===== src/sv/assert_macros.svh =====
// ----------------------------------------------------------------------------
// Assertion macros
// Concurrent assertion helpers shared by the RTL; ASSERT_OFF removes them.
// ----------------------------------------------------------------------------
`ifndef ASSERT_MACROS_SVH
`define ASSERT_MACROS_SVH
`ifndef ASSERT_OFF
// Property must hold at every clock edge outside reset.
`define ASSERT_PROP(name, clk, rst_n, prop) \
  name: assert property (@(posedge clk) disable iff (!rst_n) prop) \
    else $error("assertion failed");
// Expression must never be true outside reset.
`define ASSERT_NEVER(name, clk, rst_n, expr) \
  name: assert property (@(posedge clk) disable iff (!rst_n) !(expr)) \
    else $error("forbidden condition seen");
`else
`define ASSERT_PROP(name, clk, rst_n, prop)
`define ASSERT_NEVER(name, clk, rst_n, expr)
`endif
`endif


===== src/sv/rbei_pkg.sv =====
// ----------------------------------------------------------------------------
// rbei_pkg
// Types, constants and helpers of the rigid body Euler integrator.
// ----------------------------------------------------------------------------
package rbei_pkg;

  localparam int FRAC_BITS = 16;
  localparam int DATA_W    = 32;
  localparam int MUL_W     = DATA_W + 1;
  localparam int PROD_W    = 2 * MUL_W;
  localparam int SAT_W     = PROD_W + 4;
  localparam int ADDR_W    = 5;
  localparam int REM_W     = 36;
  localparam int CNT_W     = 5;

  localparam logic [DATA_W-1:0] LIN_DAMP_RST = 32'd655;
  localparam logic [DATA_W-1:0] DT_RST       = 32'd1092;

  typedef enum logic [1:0] {
    MODE_TICK     = 2'd0,
    MODE_LOAD_POS = 2'd1,
    MODE_LOAD_ORI = 2'd2
  } mode_e;

  typedef enum logic [2:0] {
    REG_LIN_DAMP = 3'd0,
    REG_ANG_DAMP = 3'd1,
    REG_TIME_STEP = 3'd2,
    REG_LIN_LIM  = 3'd3,
    REG_ANG_LIM  = 3'd4
  } reg_idx_e;

  typedef enum logic [3:0] {
    ST_IDLE,
    ST_FACT,
    ST_DAMP,
    ST_SQ,
    ST_POS,
    ST_ROT,
    ST_NQ,
    ST_SS,
    ST_SQRT,
    ST_DIV,
    ST_OUT0,
    ST_OUT1
  } state_e;

  typedef enum logic {
    RDU_SQRT = 1'b0,
    RDU_DIV  = 1'b1
  } rdu_op_e;

  typedef struct packed {
    logic    start;
    rdu_op_e op;
  } rdu_req_t;

  typedef struct packed {
    logic busy;
    logic done;
  } rdu_rsp_t;

  typedef struct packed {
    logic [1:0] qi;
    logic [1:0] wi;
    logic       neg;
    logic [1:0] comp;
    logic       fin;
  } rot_term_t;

  // Terms of the Hamilton product w*q, three per component, scalar part last.
  function automatic rot_term_t rot_term(input logic [3:0] k);
    rot_term_t t;
    t = '0;
    case (k)
      4'd0:  t = '{qi: 2'd3, wi: 2'd0, neg: 1'b0, comp: 2'd0, fin: 1'b0};
      4'd1:  t = '{qi: 2'd2, wi: 2'd1, neg: 1'b0, comp: 2'd0, fin: 1'b0};
      4'd2:  t = '{qi: 2'd1, wi: 2'd2, neg: 1'b1, comp: 2'd0, fin: 1'b1};
      4'd3:  t = '{qi: 2'd3, wi: 2'd1, neg: 1'b0, comp: 2'd1, fin: 1'b0};
      4'd4:  t = '{qi: 2'd0, wi: 2'd2, neg: 1'b0, comp: 2'd1, fin: 1'b0};
      4'd5:  t = '{qi: 2'd2, wi: 2'd0, neg: 1'b1, comp: 2'd1, fin: 1'b1};
      4'd6:  t = '{qi: 2'd3, wi: 2'd2, neg: 1'b0, comp: 2'd2, fin: 1'b0};
      4'd7:  t = '{qi: 2'd1, wi: 2'd0, neg: 1'b0, comp: 2'd2, fin: 1'b0};
      4'd8:  t = '{qi: 2'd0, wi: 2'd1, neg: 1'b1, comp: 2'd2, fin: 1'b1};
      4'd9:  t = '{qi: 2'd0, wi: 2'd0, neg: 1'b1, comp: 2'd3, fin: 1'b0};
      4'd10: t = '{qi: 2'd1, wi: 2'd1, neg: 1'b1, comp: 2'd3, fin: 1'b0};
      4'd11: t = '{qi: 2'd2, wi: 2'd2, neg: 1'b1, comp: 2'd3, fin: 1'b1};
      default: t = '0;
    endcase
    return t;
  endfunction

  function automatic logic signed [SAT_W-1:0] sx_prod(input logic signed [PROD_W-1:0] x);
    return {{(SAT_W-PROD_W){x[PROD_W-1]}}, x};
  endfunction

  function automatic logic signed [SAT_W-1:0] sx_data(input logic signed [DATA_W-1:0] x);
    return {{(SAT_W-DATA_W){x[DATA_W-1]}}, x};
  endfunction

  // Clamp to the signed 32-bit range.
  function automatic logic signed [DATA_W-1:0] sat32(input logic signed [SAT_W-1:0] x);
    logic signed [SAT_W-1:0] hi;
    logic signed [SAT_W-1:0] lo;
    hi = $signed({{(SAT_W-DATA_W+1){1'b0}}, {(DATA_W-1){1'b1}}});
    lo = $signed({{(SAT_W-DATA_W+1){1'b1}}, {(DATA_W-1){1'b0}}});
    if (x > hi) return $signed({1'b0, {(DATA_W-1){1'b1}}});
    if (x < lo) return $signed({1'b1, {(DATA_W-1){1'b0}}});
    return x[DATA_W-1:0];
  endfunction

endpackage


===== src/sv/rbei_mul.sv =====
// ----------------------------------------------------------------------------
// rbei_mul
// Shared signed 33x33 multiplier with registered product.
// ----------------------------------------------------------------------------
module rbei_mul (
  input  logic                                     clk_i,
  input  logic                                     en_i,
  input  logic signed [rbei_pkg::MUL_W-1:0]        a_i,
  input  logic signed [rbei_pkg::MUL_W-1:0]        b_i,
  output logic signed [rbei_pkg::PROD_W-1:0]       prod_o
);

  logic signed [rbei_pkg::PROD_W-1:0] prod_q;

  always_ff @(posedge clk_i) begin
    if (en_i) begin
      prod_q <= a_i * b_i;
    end
  end

  assign prod_o = prod_q;

endmodule


===== config.mk =====
export PLATFORM = sky130hd
export DESIGN_NAME = rbei_mul
export DESIGN_NICKNAME = d
export VERILOG_FILES = /design/src/sv/assert_macros.svh /design/src/sv/rbei_pkg.sv /design/src/sv/rbei_mul.sv
export SDC_FILE = /design/constraint.sdc
export NUM_CORES = 2
export LEC_CHECK = 0
export BUFFER_PORTS_ARGS = -buffer_cell sky130_fd_sc_hd__buf_4
export CORE_ASPECT_RATIO = 0.9
export CORE_MARGIN = 2
export CORE_UTILIZATION = 50
export DETAILED_ROUTE_END_ITERATION = 16
export GPL_TIMING_DRIVEN = 0
export PLACE_DENSITY = 0.63
export SYNTH_ARGS = -nofsm -noshare
export SYNTH_HDL_FRONTEND = slang
export SYNTH_SLANG_ARGS = --single-unit

===== constraint.sdc =====
create_clock -name clk_i -period 16.6 [get_ports clk_i]
set_input_delay 0 -clock clk_i [delete_from_list [all_inputs] [get_ports clk_i]]
set_output_delay 0 -clock clk_i [all_outputs]
set_load 0.02 [all_outputs]

Word-level counts from Yosys, hierarchy flattened:

Cells that the tools add are included.

* multiply operators: 1
* reduce and logical (&&, ||, !) cells: 0
* order comparisons: 0
* shift operators: 0
* bitwise operators: 0
* add/sub/neg operators: 0
* muxes and demuxes: 0
* divide/modulo/power cells: 0
* eq/ne operators: 0

Operator list (number)
* 33-bit by 33-bit multiplier with 66-bit output: 1

* logic and storage cells: 2
* memories kept: 0
* register bits: 66
* latch bits: 0
* bits in writable memories: 0
* output and inout port bits: 66
* memory bits (read-only): 0
* bits of input ports: 68

Logic depth before layout (Yosys ltp):

* word-level depth: 1
* mapped depth: 27
* depth with buffers taken out: 26

Worst setup path before layout:

OpenSTA, ideal clock, no wires.

* path type: input port to flip-flop
* start point: input a_i[32] (netlist name)
* end point: register prod_q, in the netlist prod_o[62] (data pin)
* data required time: 16.331 ns
* cell stages on the path: 23
* setup time: 0.269 ns
* setup slack: 9.235 ns
* data arrival time: 7.096 ns
* path buffers: 2
* cells stage by stage: clkbuf_1 -> nand2_1 -> inv_1 -> fa_1 -> fa_1 -> fa_1 -> fa_1 -> fa_1 -> fa_1 -> fa_1 -> inv_1 -> fa_1 -> inv_1 -> ha_1 -> clkbuf_1 -> and3_1 -> nand3_1 -> nand2b_1 -> a2111oi_4 -> a211oi_4 -> a21o_2 -> a211oi_2 -> a211oi_2

* longest elaborated chain between the ends: 1

RTL lines
* start: declaration: line rbei_mul.sv:8 `input logic signed [rbei_pkg::MUL_W-1:0] a_i,`
* 33-bit by 33-bit multiplier with 66-bit output: line rbei_mul.sv:17 `prod_q <= a_i * b_i;`
* end signal: assignment: line rbei_mul.sv:17
* end: declaration: line rbei_mul.sv:13 `logic signed [rbei_pkg::PROD_W-1:0] prod_q;`

No other way between the ends.
A chain may end at the register's enable or synchronous reset.

Worst setup path after layout:

* start point: input a_i[32] (netlist name)
* end point: register prod_q, in the netlist prod_o[58] (data pin)

Same word-level chain as after synthesis.

==> run summary <==
run status = finished, final reports clean
Slew Limit Fails = 0
Site Rows = 100
Area contributors post-synth = fa_1 55%, inv_1 10%, and2_1 8.5%
gpl congestion = 1.03
largest family of logic cells by synthesized area = adder cells
Avg Cell Area, Syn = 9.54 µm²
post-synthesis compound-gate area fraction = 0.0400
initial drt markers = 2,788
nets = 5,912
WS Path Type = in -> reg
floorplan core area = 0.0823 mm²
TritonCTS Buffers = 9
Cells after Synth = 4,338
Via density = 5.62
endpoints failing setup = 0
Tmin final = 8680 ps
XOR/XNOR share of the synthesized area = 0.0144
initial antenna violation count = 22
root buf cell = clkbuf_16
Crit. End Element = flip-flop
cell taking the most area after synthesis = fa_1
share of layout cells above drive strength 1 = 0.0437
H-Tree Level Count = 3
largest net degree at the start of global routing = 67
hold_buf cts = 0
boundary pin count = 134
multiplexer share of the synthesized area = 0
Layout area overhead = 6.41%
slew margin rel. = 0.0602
TNS Setup = 0 ps
DRT Pass-1 Iters = 5
Initial Util = 0.503
Max-cap violations = 0
Reg clk slew, reported paths = 60 ps
Worst EP arrival = 8840 ps
die span in x = 307 µm
Largest register FFs = 66
Least-Margin Pin Slew = 1410 ps
Top FF cell, synth = edfxtp_1
Worst Path Required = 16,760 ps
first-pass GRT wire length = 216,000 µm
post-CTS setup repair buffer count = 0
clock tree from TritonCTS = yes
drc violations = 0
Seq/Total Area, Yosys = 0.0479
DR WL/cell = 26.7 µm
HP Class = in -> reg
top post-synthesis cells by count = 1,145 x fa_1, 1,131 x inv_1, 562 x and2_1, 551 x nand2_1, 217 x ha_1
CTS sink cnt = 66
# resized after CTS = 0
Max Fclk = 115 MHz
final wirelength = 149,000 µm
GRT Total Usage = 0.359
fin crit share = 0.523
die height = 277 µm
Vias = 31,300
DRT antenna net count = 0
IO Port Bufs = 133
flop and latch count out of synthesis = 66
clk buf depth = 2
most frequent cell after synthesis = fa_1
synth unique cells = 80
total gr overflow = 0
endpoints failing hold = 0
Synth top area share = 0.554
crit path max fanout = 17
dpl hpwl = 126,000 µm
post-synthesis simple-gate area fraction = 0.155
RSZ-0062 raised after global routing = false
die area = 0.0851 mm²
syn_nets = 5,768
type of origin of the critical path = input pin
adder-cell share of the synthesized area = 0.619
Yosys Warn Count = 0
Cell Area, Synth = 0.0414 mm²
Synth async-reset ratio = 0
EDFF count, synth = 66
vias in the first global route = 32,600
-- per-layer routing --
layer  share of wire  routed length (µm)  global-route usage  vias up
met1            0.36               53600               0.454    16400
met4           0.087               13000               0.247        4
met5         0.00017                  25                   0        -
met3           0.098               14600              0.0799      489
li1                -                   -                   -    12700
met2            0.45               67600               0.552     1758
-- worst max-delay path, stage by stage --
cell	delay, ps
buf_4	170
clkbuf_1	660
nand2_1	190
inv_1	180
fa_1	510
fa_1	630
fa_1	660
fa_1	1280
fa_1	580
fa_1	530
fa_1	500
inv_1	50
fa_1	470
inv_1	40
ha_1	250
clkbuf_1	290
and3_1	210
nand3_1	180
nand2b_1	290
a2111oi_4	370
a211oi_4	110
a21oi_2	250
nor4b_2	90
a311oi_1	310
-- through the flow --
step                      utilization  instances  worst slack (ps)  hold WS [ps]  instance area (µm²)
final                           0.535       5576              7920           154                44000
after global routing            0.535       5562              7620           132                44000
after CTS                       0.534       5558              7970           142                44000
after detailed placement        0.531       5542              7650           428                43700
after global placement          0.531       5542              7580           428                43700
after floorplan                     -       4338              9230           112                41400
-- cell families (layout without fill, tap and decap cells) --
family,after synthesis,after routing
compound gates,219,219
buf+inv,1352,1501
flops,66,66
simple gates,1271,1271
other cells,0,18
fa+ha+maj,1362,1362
xor+xnor,68,68
-- worst paths after layout --
path	start	endpoint	cells past startpoint
max	a_i[32]	prod_o[58]$_DFFE_PP_	24
min	a_i[0]	prod_o[0]$_DFFE_PP_	2
-- placed cells by master, fill, tap and decap left out, drive strengths merged, types with 25 or more instances in the layout --
| cell | n |
|---|---|
| and2 | 563 |
| xor2 | 25 |
| inv | 1132 |
| ha | 217 |
| a21o | 38 |
| nand2 | 551 |
| clkbuf | 218 |
| xnor2 | 43 |
| fa | 1145 |
| nor2 | 68 |
| a21oi | 61 |
| buf | 146 |
| nand3 | 26 |
| edfxtp | 66 |
| o21ai | 33 |
-- final cells by class --
type                    instances  area, µm²
inverters                    1131       4250
diodes                         18       45.0
clock inverters                 6       42.5
repair buffers                133        998
plain buffers                 221        851
multi-input cells            2920      34300
clock buffers                  10        229
fillers                      7711      38300
flip-flops and latches         66       1980
well taps                    1071       1340
Power is left out: the tool's default activity adds up to more than one toggle a clock period on the data nets, which glitch-free logic cannot reach.
