File: src/sv/assert_macros.svh
// ----------------------------------------------------------------------------
// Assertion macros
// Concurrent assertion helpers shared by the RTL; ASSERT_OFF removes them.
// ----------------------------------------------------------------------------
`ifndef ASSERT_MACROS_SVH
`define ASSERT_MACROS_SVH
`ifndef ASSERT_OFF
// Property must hold at every clock edge outside reset.
`define ASSERT_PROP(name, clk, rst_n, prop) \
  name: assert property (@(posedge clk) disable iff (!rst_n) prop) \
    else $error("assertion failed");
// Expression must never be true outside reset.
`define ASSERT_NEVER(name, clk, rst_n, expr) \
  name: assert property (@(posedge clk) disable iff (!rst_n) !(expr)) \
    else $error("forbidden condition seen");
`else
`define ASSERT_PROP(name, clk, rst_n, prop)
`define ASSERT_NEVER(name, clk, rst_n, expr)
`endif
`endif

File: src/sv/rbei_pkg.sv
// ----------------------------------------------------------------------------
// rbei_pkg
// Types, constants and helpers of the rigid body Euler integrator.
// ----------------------------------------------------------------------------
package rbei_pkg;

  localparam int FRAC_BITS = 16;
  localparam int DATA_W    = 32;
  localparam int MUL_W     = DATA_W + 1;
  localparam int PROD_W    = 2 * MUL_W;
  localparam int SAT_W     = PROD_W + 4;
  localparam int ADDR_W    = 5;
  localparam int REM_W     = 36;
  localparam int CNT_W     = 5;

  localparam logic [DATA_W-1:0] LIN_DAMP_RST = 32'd655;
  localparam logic [DATA_W-1:0] DT_RST       = 32'd1092;

  typedef enum logic [1:0] {
    MODE_TICK     = 2'd0,
    MODE_LOAD_POS = 2'd1,
    MODE_LOAD_ORI = 2'd2
  } mode_e;

  typedef enum logic [2:0] {
    REG_LIN_DAMP = 3'd0,
    REG_ANG_DAMP = 3'd1,
    REG_TIME_STEP = 3'd2,
    REG_LIN_LIM  = 3'd3,
    REG_ANG_LIM  = 3'd4
  } reg_idx_e;

  typedef enum logic [3:0] {
    ST_IDLE,
    ST_FACT,
    ST_DAMP,
    ST_SQ,
    ST_POS,
    ST_ROT,
    ST_NQ,
    ST_SS,
    ST_SQRT,
    ST_DIV,
    ST_OUT0,
    ST_OUT1
  } state_e;

  typedef enum logic {
    RDU_SQRT = 1'b0,
    RDU_DIV  = 1'b1
  } rdu_op_e;

  typedef struct packed {
    logic    start;
    rdu_op_e op;
  } rdu_req_t;

  typedef struct packed {
    logic busy;
    logic done;
  } rdu_rsp_t;

  typedef struct packed {
    logic [1:0] qi;
    logic [1:0] wi;
    logic       neg;
    logic [1:0] comp;
    logic       fin;
  } rot_term_t;

  // Terms of the Hamilton product w*q, three per component, scalar part last.
  function automatic rot_term_t rot_term(input logic [3:0] k);
    rot_term_t t;
    t = '0;
    case (k)
      4'd0:  t = '{qi: 2'd3, wi: 2'd0, neg: 1'b0, comp: 2'd0, fin: 1'b0};
      4'd1:  t = '{qi: 2'd2, wi: 2'd1, neg: 1'b0, comp: 2'd0, fin: 1'b0};
      4'd2:  t = '{qi: 2'd1, wi: 2'd2, neg: 1'b1, comp: 2'd0, fin: 1'b1};
      4'd3:  t = '{qi: 2'd3, wi: 2'd1, neg: 1'b0, comp: 2'd1, fin: 1'b0};
      4'd4:  t = '{qi: 2'd0, wi: 2'd2, neg: 1'b0, comp: 2'd1, fin: 1'b0};
      4'd5:  t = '{qi: 2'd2, wi: 2'd0, neg: 1'b1, comp: 2'd1, fin: 1'b1};
      4'd6:  t = '{qi: 2'd3, wi: 2'd2, neg: 1'b0, comp: 2'd2, fin: 1'b0};
      4'd7:  t = '{qi: 2'd1, wi: 2'd0, neg: 1'b0, comp: 2'd2, fin: 1'b0};
      4'd8:  t = '{qi: 2'd0, wi: 2'd1, neg: 1'b1, comp: 2'd2, fin: 1'b1};
      4'd9:  t = '{qi: 2'd0, wi: 2'd0, neg: 1'b1, comp: 2'd3, fin: 1'b0};
      4'd10: t = '{qi: 2'd1, wi: 2'd1, neg: 1'b1, comp: 2'd3, fin: 1'b0};
      4'd11: t = '{qi: 2'd2, wi: 2'd2, neg: 1'b1, comp: 2'd3, fin: 1'b1};
      default: t = '0;
    endcase
    return t;
  endfunction

  function automatic logic signed [SAT_W-1:0] sx_prod(input logic signed [PROD_W-1:0] x);
    return {{(SAT_W-PROD_W){x[PROD_W-1]}}, x};
  endfunction

  function automatic logic signed [SAT_W-1:0] sx_data(input logic signed [DATA_W-1:0] x);
    return {{(SAT_W-DATA_W){x[DATA_W-1]}}, x};
  endfunction

  // Clamp to the signed 32-bit range.
  function automatic logic signed [DATA_W-1:0] sat32(input logic signed [SAT_W-1:0] x);
    logic signed [SAT_W-1:0] hi;
    logic signed [SAT_W-1:0] lo;
    hi = $signed({{(SAT_W-DATA_W+1){1'b0}}, {(DATA_W-1){1'b1}}});
    lo = $signed({{(SAT_W-DATA_W+1){1'b1}}, {(DATA_W-1){1'b0}}});
    if (x > hi) return $signed({1'b0, {(DATA_W-1){1'b1}}});
    if (x < lo) return $signed({1'b1, {(DATA_W-1){1'b0}}});
    return x[DATA_W-1:0];
  endfunction

endpackage

File: src/sv/rbei_rdu.sv
// ----------------------------------------------------------------------------
// rbei_rdu
// Iterative root/divide unit: one shared compare-subtract step per cycle.
// ----------------------------------------------------------------------------
module rbei_rdu #(
  parameter int FracBits = rbei_pkg::FRAC_BITS
) (
  input  logic                              clk_i,
  input  logic                              rst_ni,
  input  rbei_pkg::rdu_req_t                req_i,
  input  logic [2*rbei_pkg::DATA_W-1:0]     rad_i,
  input  logic [rbei_pkg::DATA_W-1:0]       mag_i,
  input  logic [rbei_pkg::DATA_W-1:0]       den_i,
  output rbei_pkg::rdu_rsp_t                rsp_o,
  output logic [rbei_pkg::DATA_W-1:0]       res_o
);

  localparam int DW = rbei_pkg::DATA_W;
  localparam int RW = rbei_pkg::REM_W;

  logic                              busy_q, done_q, first_q;
  rbei_pkg::rdu_op_e                 op_q;
  logic [rbei_pkg::CNT_W-1:0]        cnt_q;
  logic [RW-1:0]                     rem_q, rem_d;
  logic [DW-1:0]                     res_q, res_d;
  logic [2*DW-1:0]                   rad_q;
  logic [DW-1:0]                     den_q;
  logic [RW-1:0]                     cand, trial;
  logic                              ge;

  // sqrt brings down two radicand bits; divide shifts in a zero (not on the first step)
  always_comb begin
    if (op_q == rbei_pkg::RDU_DIV) begin
      cand  = first_q ? rem_q : {rem_q[RW-2:0], 1'b0};
      trial = {{(RW-DW){1'b0}}, den_q};
    end else begin
      cand  = {rem_q[RW-3:0], rad_q[2*DW-1 -: 2]};
      trial = {{(RW-DW-2){1'b0}}, res_q, 2'b01};
    end
    ge    = (cand >= trial);
    rem_d = ge ? (cand - trial) : cand;
    res_d = {res_q[DW-2:0], ge};
  end

  always_ff @(posedge clk_i or negedge rst_ni) begin
    if (!rst_ni) begin
      busy_q <= 1'b0;
      done_q <= 1'b0;
      first_q <= 1'b0;
      op_q   <= rbei_pkg::RDU_SQRT;
      cnt_q  <= '0;
    end else begin
      done_q <= 1'b0;
      if (req_i.start) begin
        busy_q  <= 1'b1;
        first_q <= 1'b1;
        op_q    <= req_i.op;
        cnt_q   <= (req_i.op == rbei_pkg::RDU_DIV) ? rbei_pkg::CNT_W'(FracBits)
                                                   : rbei_pkg::CNT_W'(DW - 1);
      end else if (busy_q) begin
        first_q <= 1'b0;
        cnt_q   <= cnt_q - rbei_pkg::CNT_W'(1);
        if (cnt_q == '0) begin
          busy_q <= 1'b0;
          done_q <= 1'b1;
        end
      end
    end
  end

  always_ff @(posedge clk_i) begin
    if (req_i.start) begin
      rem_q <= (req_i.op == rbei_pkg::RDU_DIV) ? {{(RW-DW){1'b0}}, mag_i} : '0;
      res_q <= '0;
      rad_q <= rad_i;
      den_q <= den_i;
    end else if (busy_q) begin
      rem_q <= rem_d;
      res_q <= res_d;
      rad_q <= {rad_q[2*DW-3:0], 2'b00};
    end
  end

  assign rsp_o.busy = busy_q;
  assign rsp_o.done = done_q;
  assign res_o      = res_q;

endmodule

File: config.mk
export PLATFORM = sky130hd
export DESIGN_NAME = rbei_rdu
export DESIGN_NICKNAME = d
export VERILOG_FILES = /design/src/sv/assert_macros.svh /design/src/sv/rbei_pkg.sv /design/src/sv/rbei_rdu.sv
export SDC_FILE = /design/constraint.sdc
export NUM_CORES = 1
export LEC_CHECK = 0
export ABC_AREA = 1
export BUFFER_PORTS_ARGS = -buffer_cell sky130_fd_sc_hd__buf_2
export CAP_MARGIN = 20
export CORE_MARGIN = 4
export CORE_UTILIZATION = 40
export DETAILED_ROUTE_END_ITERATION = 10
export PLACE_DENSITY_LB_ADDON = 0.15
export SLEW_MARGIN = 10
export SYNTH_ARGS = -nofsm -noshare
export SYNTH_HDL_FRONTEND = slang
export SYNTH_SLANG_ARGS = --single-unit
export TNS_END_PERCENT = 30
File: constraint.sdc
create_clock -name clk_i -period 5.1 [get_ports clk_i]
set_clock_uncertainty 0.05 [all_clocks]
set_input_delay 1.02 -clock clk_i [delete_from_list [all_inputs] [get_ports clk_i]]
set_output_delay 1.02 -clock clk_i [all_outputs]
set_load 0.02 [all_outputs]
# Word-level counts from Yosys, hierarchy flattened
# Index checks and enable logic that the tools add are counted.
[classes]
n_reduce_logical = 2
addsub = 2
order_cmp = 1
n_mux = 20
[op_table]
columns = ["op", "count"]
rows = [
  ["2-to-1 mux 36 bit", 5],
  ["2-to-1 mux 64 bit", 2],
  [">= comparator 36 bit", 1],
  ["subtractor 36 bit", 1],
  ["2-to-1 mux 34 bit", 1],
  ["2-to-1 mux 32 bit", 1],
  ["2-to-1 mux 5 bit", 2],
  ["2-to-1 mux 1 bit", 8],
  ["logical NOT 5 bit", 1],
  ["subtractor 5 x 1 -> 5 bit, second input constant", 1],
  ["2-to-1 mux 4 bit", 1],
  ["nonzero test 2 bit", 1],
]
[totals]
output_inout_bits = 34
in_bits = 132
register_bits = 173
elab_cells = 34

# Logic depth before layout (Yosys ltp)
# Gate-level depths: netlist of the first run.
[logic_depth]
depth_word = 6
ltp_mapped = 22
mapped_depth_nobuf = 20

# Worst setup path after synthesis of the first run
# OpenSTA, ideal clock, no wires.
[synth_path]
path_kind = "input -> register"
startpoint = "input port req_i[1] (netlist name)"
endpoint = "register rad_q[0] (enable)"
t_required_ns = 4.547
n_path_buf = 2
t_arrival_ns = 4.416
setup_slack_ns = 0.131
setup_time_ns = 0.503
cell_stages = 4
cell_sequence = "clkbuf_1 nor2_1 clkinv_1 buf_1"
[synth_between]
elab_chain_len = 1
[synth_rtl]
columns = ["element", "line_no", "source"]
rows = [
  ["start: declaration", "rbei_rdu.sv:10", "input rbei_pkg::rdu_req_t req_i,"],
  ["nonzero test 2 bit (no source line)", "--", ""],
  ["end signal: assignment", "rbei_rdu.sv:75", "rad_q <= rad_i;"],
  ["end signal: assignment", "rbei_rdu.sv:80", "rad_q <= {rad_q[2*DW-3:0], 2'b00};"],
  ["end: declaration", "rbei_rdu.sv:26", "logic [2*DW-1:0] rad_q;"],
]
# Every way passes these cells.
# A chain may end at the register's enable or synchronous reset.

# Final worst setup path of the first run
[layout_path]
startpoint = "register first_q"
endpoint = "register rem_q[32], data pin"
[layout_between]
elab_chain_len = 6
elab_cells_between_ends = 7
cone_classes = "add/sub (1); order compare (1); mux (5)"
[layout_rtl]
columns = ["element", "line_no", "source"]
rows = [
  ["start: declaration", "rbei_rdu.sv:21", "logic busy_q, done_q, first_q;"],
  ["start signal: assignment", "rbei_rdu.sv:49", "first_q <= 1'b0;"],
  ["start signal: assignment", "rbei_rdu.sv:56", "first_q <= 1'b1;"],
  ["start signal: assignment", "rbei_rdu.sv:61", "first_q <= 1'b0;"],
  ["2-to-1 mux 36 bit *", "rbei_rdu.sv:34", "cand = first_q ? rem_q : {rem_q[RW-2:0], 1'b0};"],
  ["2-to-1 mux 36 bit *", "rbei_rdu.sv:33", "if (op_q == rbei_pkg::RDU_DIV) begin"],
  ["subtractor 36 bit / >= comparator 36 bit (equally long branches)", "rbei_rdu.sv:41, rbei_rdu.sv:40", ""],
  ["2-to-1 mux 36 bit *", "rbei_rdu.sv:41", "rem_d = ge ? (cand - trial) : cand;"],
  ["2-to-1 mux 36 bit *", "rbei_rdu.sv:77", "end else if (busy_q) begin"],
  ["2-to-1 mux 36 bit *", "rbei_rdu.sv:72", "if (req_i.start) begin"],
  ["end signal: assignment", "rbei_rdu.sv:73", "rem_q <= (req_i.op == rbei_pkg::RDU_DIV) ? {{(RW-DW){1'b0}}, mag_i} : '0;"],
  ["end signal: assignment", "rbei_rdu.sv:78", "rem_q <= rem_d;"],
  ["end: declaration", "rbei_rdu.sv:24", "logic [RW-1:0] rem_q, rem_d;"],
]
# Mark *: on every way between the ends. The rest lies on a longest branch, timed or not. The select of a mux whose other input is x is not followed.

==> results_dict.tcl, run 1 <==
set metrics [dict create \
    outcome "complete, no violations" \
    postCtsHoldBufs 0 \
    wl_per_cell_um 16.72 \
    worstSkewPairLatency_ns 0.43 \
    synth.avg_cell_area_um2 7.222 \
    arrival_ns 4.32 \
    fin_cells 2005 \
    die_w_um 173.5 \
    critical_path_depth 17 \
    cp-start-kind "flop" \
    synth_top_area_cell "edfxtp_1" \
    synth_fp_nets 1685 \
    numCtsBuffers 17 \
    port_buffers 165 \
    grt-ovfl-total 0 \
    synthToLayoutAreaGrowth_pct 15.83 \
    worst_setup_path_end_kind "flop" \
    setup_total_negative_slack_ns 0 \
    syn_inst 1516 \
    num_rows 60 \
    grt_pass1_wl_um 52990 \
    min_period_over_period_pct 82.27 \
    start_util_pct 40.63 \
    first_global_vias 9892 \
    powerDensity_nw_per_um2 498.6 \
    crit_path_start "first_q" \
    synth-edff-count 132 \
    worstHoldPathType "input pin to asynchronous set/reset pin" \
    dp_cells 1972 \
    crit_end "rem_q[32]" \
    synth-seq-cells 173 \
    vias 10190 \
    grt_antenna_before_repair 1 \
    drive_gt1_share_pct 13.82 \
    place_hpwl_um 26240 \
    cts.clk_slew.worst_paths_ns 0.08 \
    drc_errors 0 \
    clockBufferDepth 2 \
    synth.top_cells.by_area "edfxtp_1 36%, nand2_1 20%, inv_1 7.9%" \
    place.gp.congestion 0.9373 \
    placed_cell_area_um2 12030 \
    finalSetupViolations 0 \
    critPathMaxFanout 63 \
    synth_flop_cell "edfxtp_1" \
    rsz0062_at_grt "no" \
    antennaDiodeCount 0 \
    post-cts-setup-buffers 0 \
    slew_viol_final 0 \
    worstReg2RegEnd "rem_q[32]" \
    grt_max_degree 73 \
    coreArea_um2 26950 \
    relSlewSlack_pct 33.57 \
    postRouteAntennaNets 0 \
    path_class "flop to flop" \
    cts_tree "yes" \
    totalWireLength_um 33530 \
    htreeDepth 4 \
    seq_area_frac_synth_pct 44.11 \
    ctsResizeCount 0 \
    cap_violations 0 \
    ios 166 \
    final_cell_area_um2 12680 \
    die-height_um 173.5 \
    ir_worst_vdd_mv 0.2623 \
    path_cells "inv_2, buf_4, a21oi_1, o21ai_0, o21ai_1, ha_1, nand2_1, nor2_2, nand2_1, clkinv_1, nand4_1, nand3_2, nand2_2, buf_4, nand3_4, o21ai_0, nor2_1" \
    worst-path-buf-inv 4 \
    syn_area_um2 10950 \
    synthArstFlopShare_pct 5.202 \
    r2r-start "first_q" \
    yosys_warnings 0 \
    vias_per_cell 5.083 \
    cts_sinks 173 \
    rr_worst_depth 17 \
    post-route-min-period_ns 4.196 \
    tightest_slew_ns 0.9953 \
    fin_util_pct 47.06 \
    fmax_ghz 0.2383 \
    hold_viol_final 0 \
    slowest_delay_ns 0.67 \
    cts_root_buf "clkbuf_16" \
    p_leak_nw 6.441 \
    yosysTopAreaCellShare_pct 36.20 \
    critPathTopFamily "buffers and inverters" \
    die-area_um2 30080 \
    required_ns 5.23 \
    rrSetupSlack_ns 0.90 \
    cp_slowest_cell "inv_2" \
    first_pass_iters 5 \
    ys_types 40 \
    drt_iter0_markers 621 \
    nets 1820 \
    track_usage_pct 21.98 \
]
[report_power, final]
group          switching (mW)  total, mW  leakage (nW)  internal, mW
logic                    2.06       3.05          4.36         0.990
clock network           0.649       1.36         0.301         0.714
registers               0.109       1.91          1.78          1.80
total                    2.82       6.32          6.44          3.51
[layer usage]
layer  wire (um)  share of wire (%)  track usage, %
met1       15530                 46           30.90
met2       14980                 45           34.68
met3        2488                7.4           4.951
met4         517                1.5           5.254
met5          13              0.039               0
[worst min-delay path by stage]
| stage | to |
|---|---|
| floorplan | cnt_q[4] |
| global placement | cnt_q[4] |
| detailed placement | cnt_q[4] |
| CTS | busy_q |
| global route | busy_q |
| finish | busy_q |
[worst reg2reg max path, cell delays in order (launching register included)]
cell      delay [ns]
dfrtp_1         0.41
inv_2           0.67
buf_4           0.27
a21oi_1         0.05
o21ai_0         0.11
o21ai_1         0.12
ha_1            0.37
nand2_1         0.14
nor2_2          0.08
nand2_1         0.08
clkinv_1        0.09
nand4_1         0.10
nand3_2         0.11
nand2_2         0.06
buf_4           0.36
nand3_4         0.48
o21ai_0         0.31
nor2_1          0.08
[registers in the layout, summed over array words and instances (netlist names)]
| register | count |
|---|---|
| rad_q | 64 |
| rem_q | 36 |
| busy_q | 1 |
| den_q | 32 |
| done_q | 1 |
| res_o | 32 |
| cnt_q | 5 |
| first_q | 1 |
| op_q | 1 |
[cell usage after synthesis (all sizes together), types with 20 or more instances]
cell type,count
nand2,589
inv,233
edfxtp,132
o21ai,109
nor2,74
nand3,66
a21oi,56
clkbuf,42
nand4,37
ha,36
dfxtp,32
o22ai,32
buf,20
[cells by family (layout without fill, tap and decap cells)]
family	Yosys count	in the layout	share of synthesized area, %
buffers and inverters	298	446	10.62
adders and majority gates	37	37	4.297
AOI/OAI and AO/OA	206	206	10.11
DFF	173	173	44.11
and+or+nand+nor	781	781	29.19
xor gates and xnor gates	21	21	1.680
[cells in the final DEF, fill, tap and decap left out, types with 2 or more instances in the layout]
| cell | n |
|---|---|
| o221ai_1 | 2 |
| nor2_1 | 69 |
| xnor2_1 | 18 |
| or2_2 | 2 |
| o21ai_1 | 17 |
| nand2_1 | 587 |
| ha_1 | 36 |
| o21bai_1 | 4 |
| edfxtp_1 | 132 |
| nor2_2 | 4 |
| buf_2 | 164 |
| nand3b_1 | 6 |
| o22ai_1 | 32 |
| xor2_1 | 3 |
| nand3_1 | 63 |
| buf_4 | 12 |
| clkinv_1 | 2 |
| dfxtp_1 | 32 |
| o21ai_0 | 91 |
| clkinv_8 | 4 |
| inv_8 | 6 |
| a21oi_1 | 54 |
| a21oi_2 | 2 |
| clkbuf_16 | 17 |
| inv_6 | 2 |
| nand4_1 | 37 |
| o211ai_1 | 2 |
| inv_1 | 229 |
| nor3_1 | 5 |
| nand3_2 | 2 |
| inv_2 | 4 |
| dfrtp_1 | 9 |
[cell type report]
cell class,count,area [um^2]
Fill cell,2757,14270
Tap cell,341,426.7
Timing Repair Buffer,178,958.4
Multi-Input combinational cell,1045,4957
Clock inverter,15,196.4
Clock buffer,17,425.4
Sequential cell,173,4830
Inverter,236,888.4
[metrics by stage]
stage               hold slack, ns  worst slack (ns)  power, mW
floorplan                   0.3988            0.1311      4.113
global placement            0.4296             1.076      4.948
detailed placement          0.4317            0.9798      4.947
CTS                         0.3565            0.9509      6.326
global route                0.3655            0.5296      6.851
finish                      0.3720            0.9044      6.324
No activity file was read; power rests on OpenSTA's default activity.
==> run 2, diff against run 1 <==
==> constraint.sdc (replaced) <==
create_clock -name clk_i -period 3.97 [get_ports clk_i]
set_clock_uncertainty 0.05 [all_clocks]
set_input_delay 0.794 -clock clk_i [delete_from_list [all_inputs] [get_ports clk_i]]
set_output_delay 0.794 -clock clk_i [all_outputs]
set_load 0.02 [all_outputs]
==> results_dict.tcl, run 2 (synthesized netlist as in run 1, its figures left out) <==
set metrics [dict create \
    outcome "complete, no violations" \
    fmax_ghz 0.2794 \
    postRouteAntennaNets 0 \
    final_cell_area_um2 12680 \
    critPathTopFamily "simple AND/OR/NAND/NOR gates" \
    post-route-min-period_ns 3.579 \
    die-area_um2 30080 \
    largest-register "rad_q" \
    cp_slowest_cell "ha_1" \
    cp-start-kind "flop" \
    worstHoldPathType "input pin to asynchronous set/reset pin" \
    place_hpwl_um 25830 \
    worst-path-buf-inv 3 \
    totalWireLength_um 33170 \
    cts.clk_slew.worst_paths_ns 0.08 \
    num_rows 60 \
    cts_tree "yes" \
    die-height_um 173.5 \
    ctsResizeCount 0 \
    relSlewSlack_pct 54.17 \
    first_pass_iters 6 \
    postCtsHoldBufs 0 \
    hold_viol_final 0 \
    synthToLayoutAreaGrowth_pct 15.82 \
    seqCellArea_um2 4830 \
    first_global_vias 9963 \
    worst_slack_ns 0.3909 \
    cap_violations 0 \
    drc_errors 0 \
    cts_root_buf "clkbuf_16" \
    ios 166 \
    worst_setup_path_end_kind "flop" \
    placed_cell_area_um2 12080 \
    pre_cts_slack_ns 0.4780 \
    numCtsBuffers 17 \
    slew_viol_final 0 \
    powerDensity_nw_per_um2 637.4 \
    final_cell_mix "587 x nand2_1, 229 x inv_1, 164 x buf_2" \
    htreeDepth 4 \
    layout_commonest_cell "nand2_1" \
    clockBufferDepth 2 \
    reg.largest.list "rad_q: 64 flops, rem_q: 36 flops" \
    required_ns 4.09 \
    critPathMaxFanout 39 \
    tightest_slew_ns 0.6875 \
    slowest_delay_ns 0.45 \
    largest_reg_flops 64 \
    die_w_um 173.5 \
    grt_max_degree 65 \
    path_cells "inv_2, buf_4, a21oi_1, o21ai_0, o21ai_0, ha_1, nand2_1, inv_1, nand2_1, nand2_1, nand2_1, nand2_1, nand2_1, nand3_2, nand2_4, nand3_4, o21ai_0, nor2_1" \
    vias_per_cell 5.039 \
    rsz0062_at_grt "no" \
    grt-ovfl-total 0 \
    nets 1822 \
    finalSetupViolations 0 \
    path_class "flop to flop" \
    cts_sinks 173 \
    coreArea_um2 26950 \
    vias 10110 \
    worstSkewPairLatency_ns 0.43 \
    antennaDiodeCount 0 \
    ir_worst_vdd_mv 0.2914 \
    multiInputGateArea_um2 4957 \
    grt_antenna_before_repair 1 \
    p_leak_nw 6.441 \
    crit_path_start "op_q" \
    r2r-start "op_q" \
    wl_per_cell_um 16.53 \
    place.gp.congestion 0.9747 \
    track_usage_pct 21.80 \
    drt_iter0_markers 915 \
    arrival_ns 3.70 \
    post-cts-setup-buffers 0 \
    grt_pass1_wl_um 52990 \
    drive_gt1_share_pct 13.87 \
    start_util_pct 40.63 \
    fillerInstances 2786 \
    setup_total_negative_slack_ns 0 \
    port_buffers 165 \
    min_period_over_period_pct 90.15 \
    cp_common_cell "nand2_1" \
]
[run 2: cell types whose count changed in the layout (fill, tap and decap cells not counted)]
cell        before  now
buf_12           1    3
buf_16           1    0
buf_4           12   13
clkbuf_1         0    1
clkinv_4         1    2
clkinv_8         4    2
clkinvlp_4       1    2
inv_6            2    1
[run 2: final cells by class]
type	instances	share of cell area, %
clock buffer	18	3.384
clock inverter	14	1.352
inverter	236	7.005
multi-input combinational	1045	39.09
sequential	173	38.09
tap	341	3.365
timing repair buffer	180	7.716
[run 2: final timing paths]
check / cells past startpoint / to / slack (ns)
min in group clk_i: 1 / cnt_q[4] / 0.44
hold / removal: 1 / busy_q / 0.16
setup / recovery: 18 / rem_q[32] / 0.39
max in group asynchronous: 1 / first_q / 3.51
setup reg to reg: 18 / rem_q[32] / 0.39
hold reg to reg: 1 / cnt_q[4] / 0.44
[run 2: through the flow]
step | std cells | util, % | hold WS, ns | power, mW
2_1_floorplan | 1516 | - | 0.3988 | 5.283
3_3_place_gp | 1975 | 44.82 | 0.4174 | 6.387
3_5_place_dp | 1975 | 44.82 | 0.4292 | 6.370
4_1_cts | 2007 | 47.05 | 0.1507 | 8.084
5_1_grt | 2007 | 47.05 | 0.1526 | 8.748
6_report | 2007 | 47.05 | 0.1572 | 8.082
[run 2: metal layers]
layer,track usage [%],up-vias,wire length (um)
li1,-,5139,-
met4,6.219,2,680
met3,4.864,38,2553
met2,33.78,341,14650
met5,0,-,11
met1,30.76,4594,15280
[run 2: where the power goes]
| part | switching (mW) | internal, mW | total (mW) |
|---|---|---|---|
| Clock | 0.789 | 0.905 | 1.69 |
| Sequential | 0.138 | 2.32 | 2.45 |
| Combinational | 2.65 | 1.28 | 3.93 |
| Total | 3.58 | 4.50 | 8.08 |
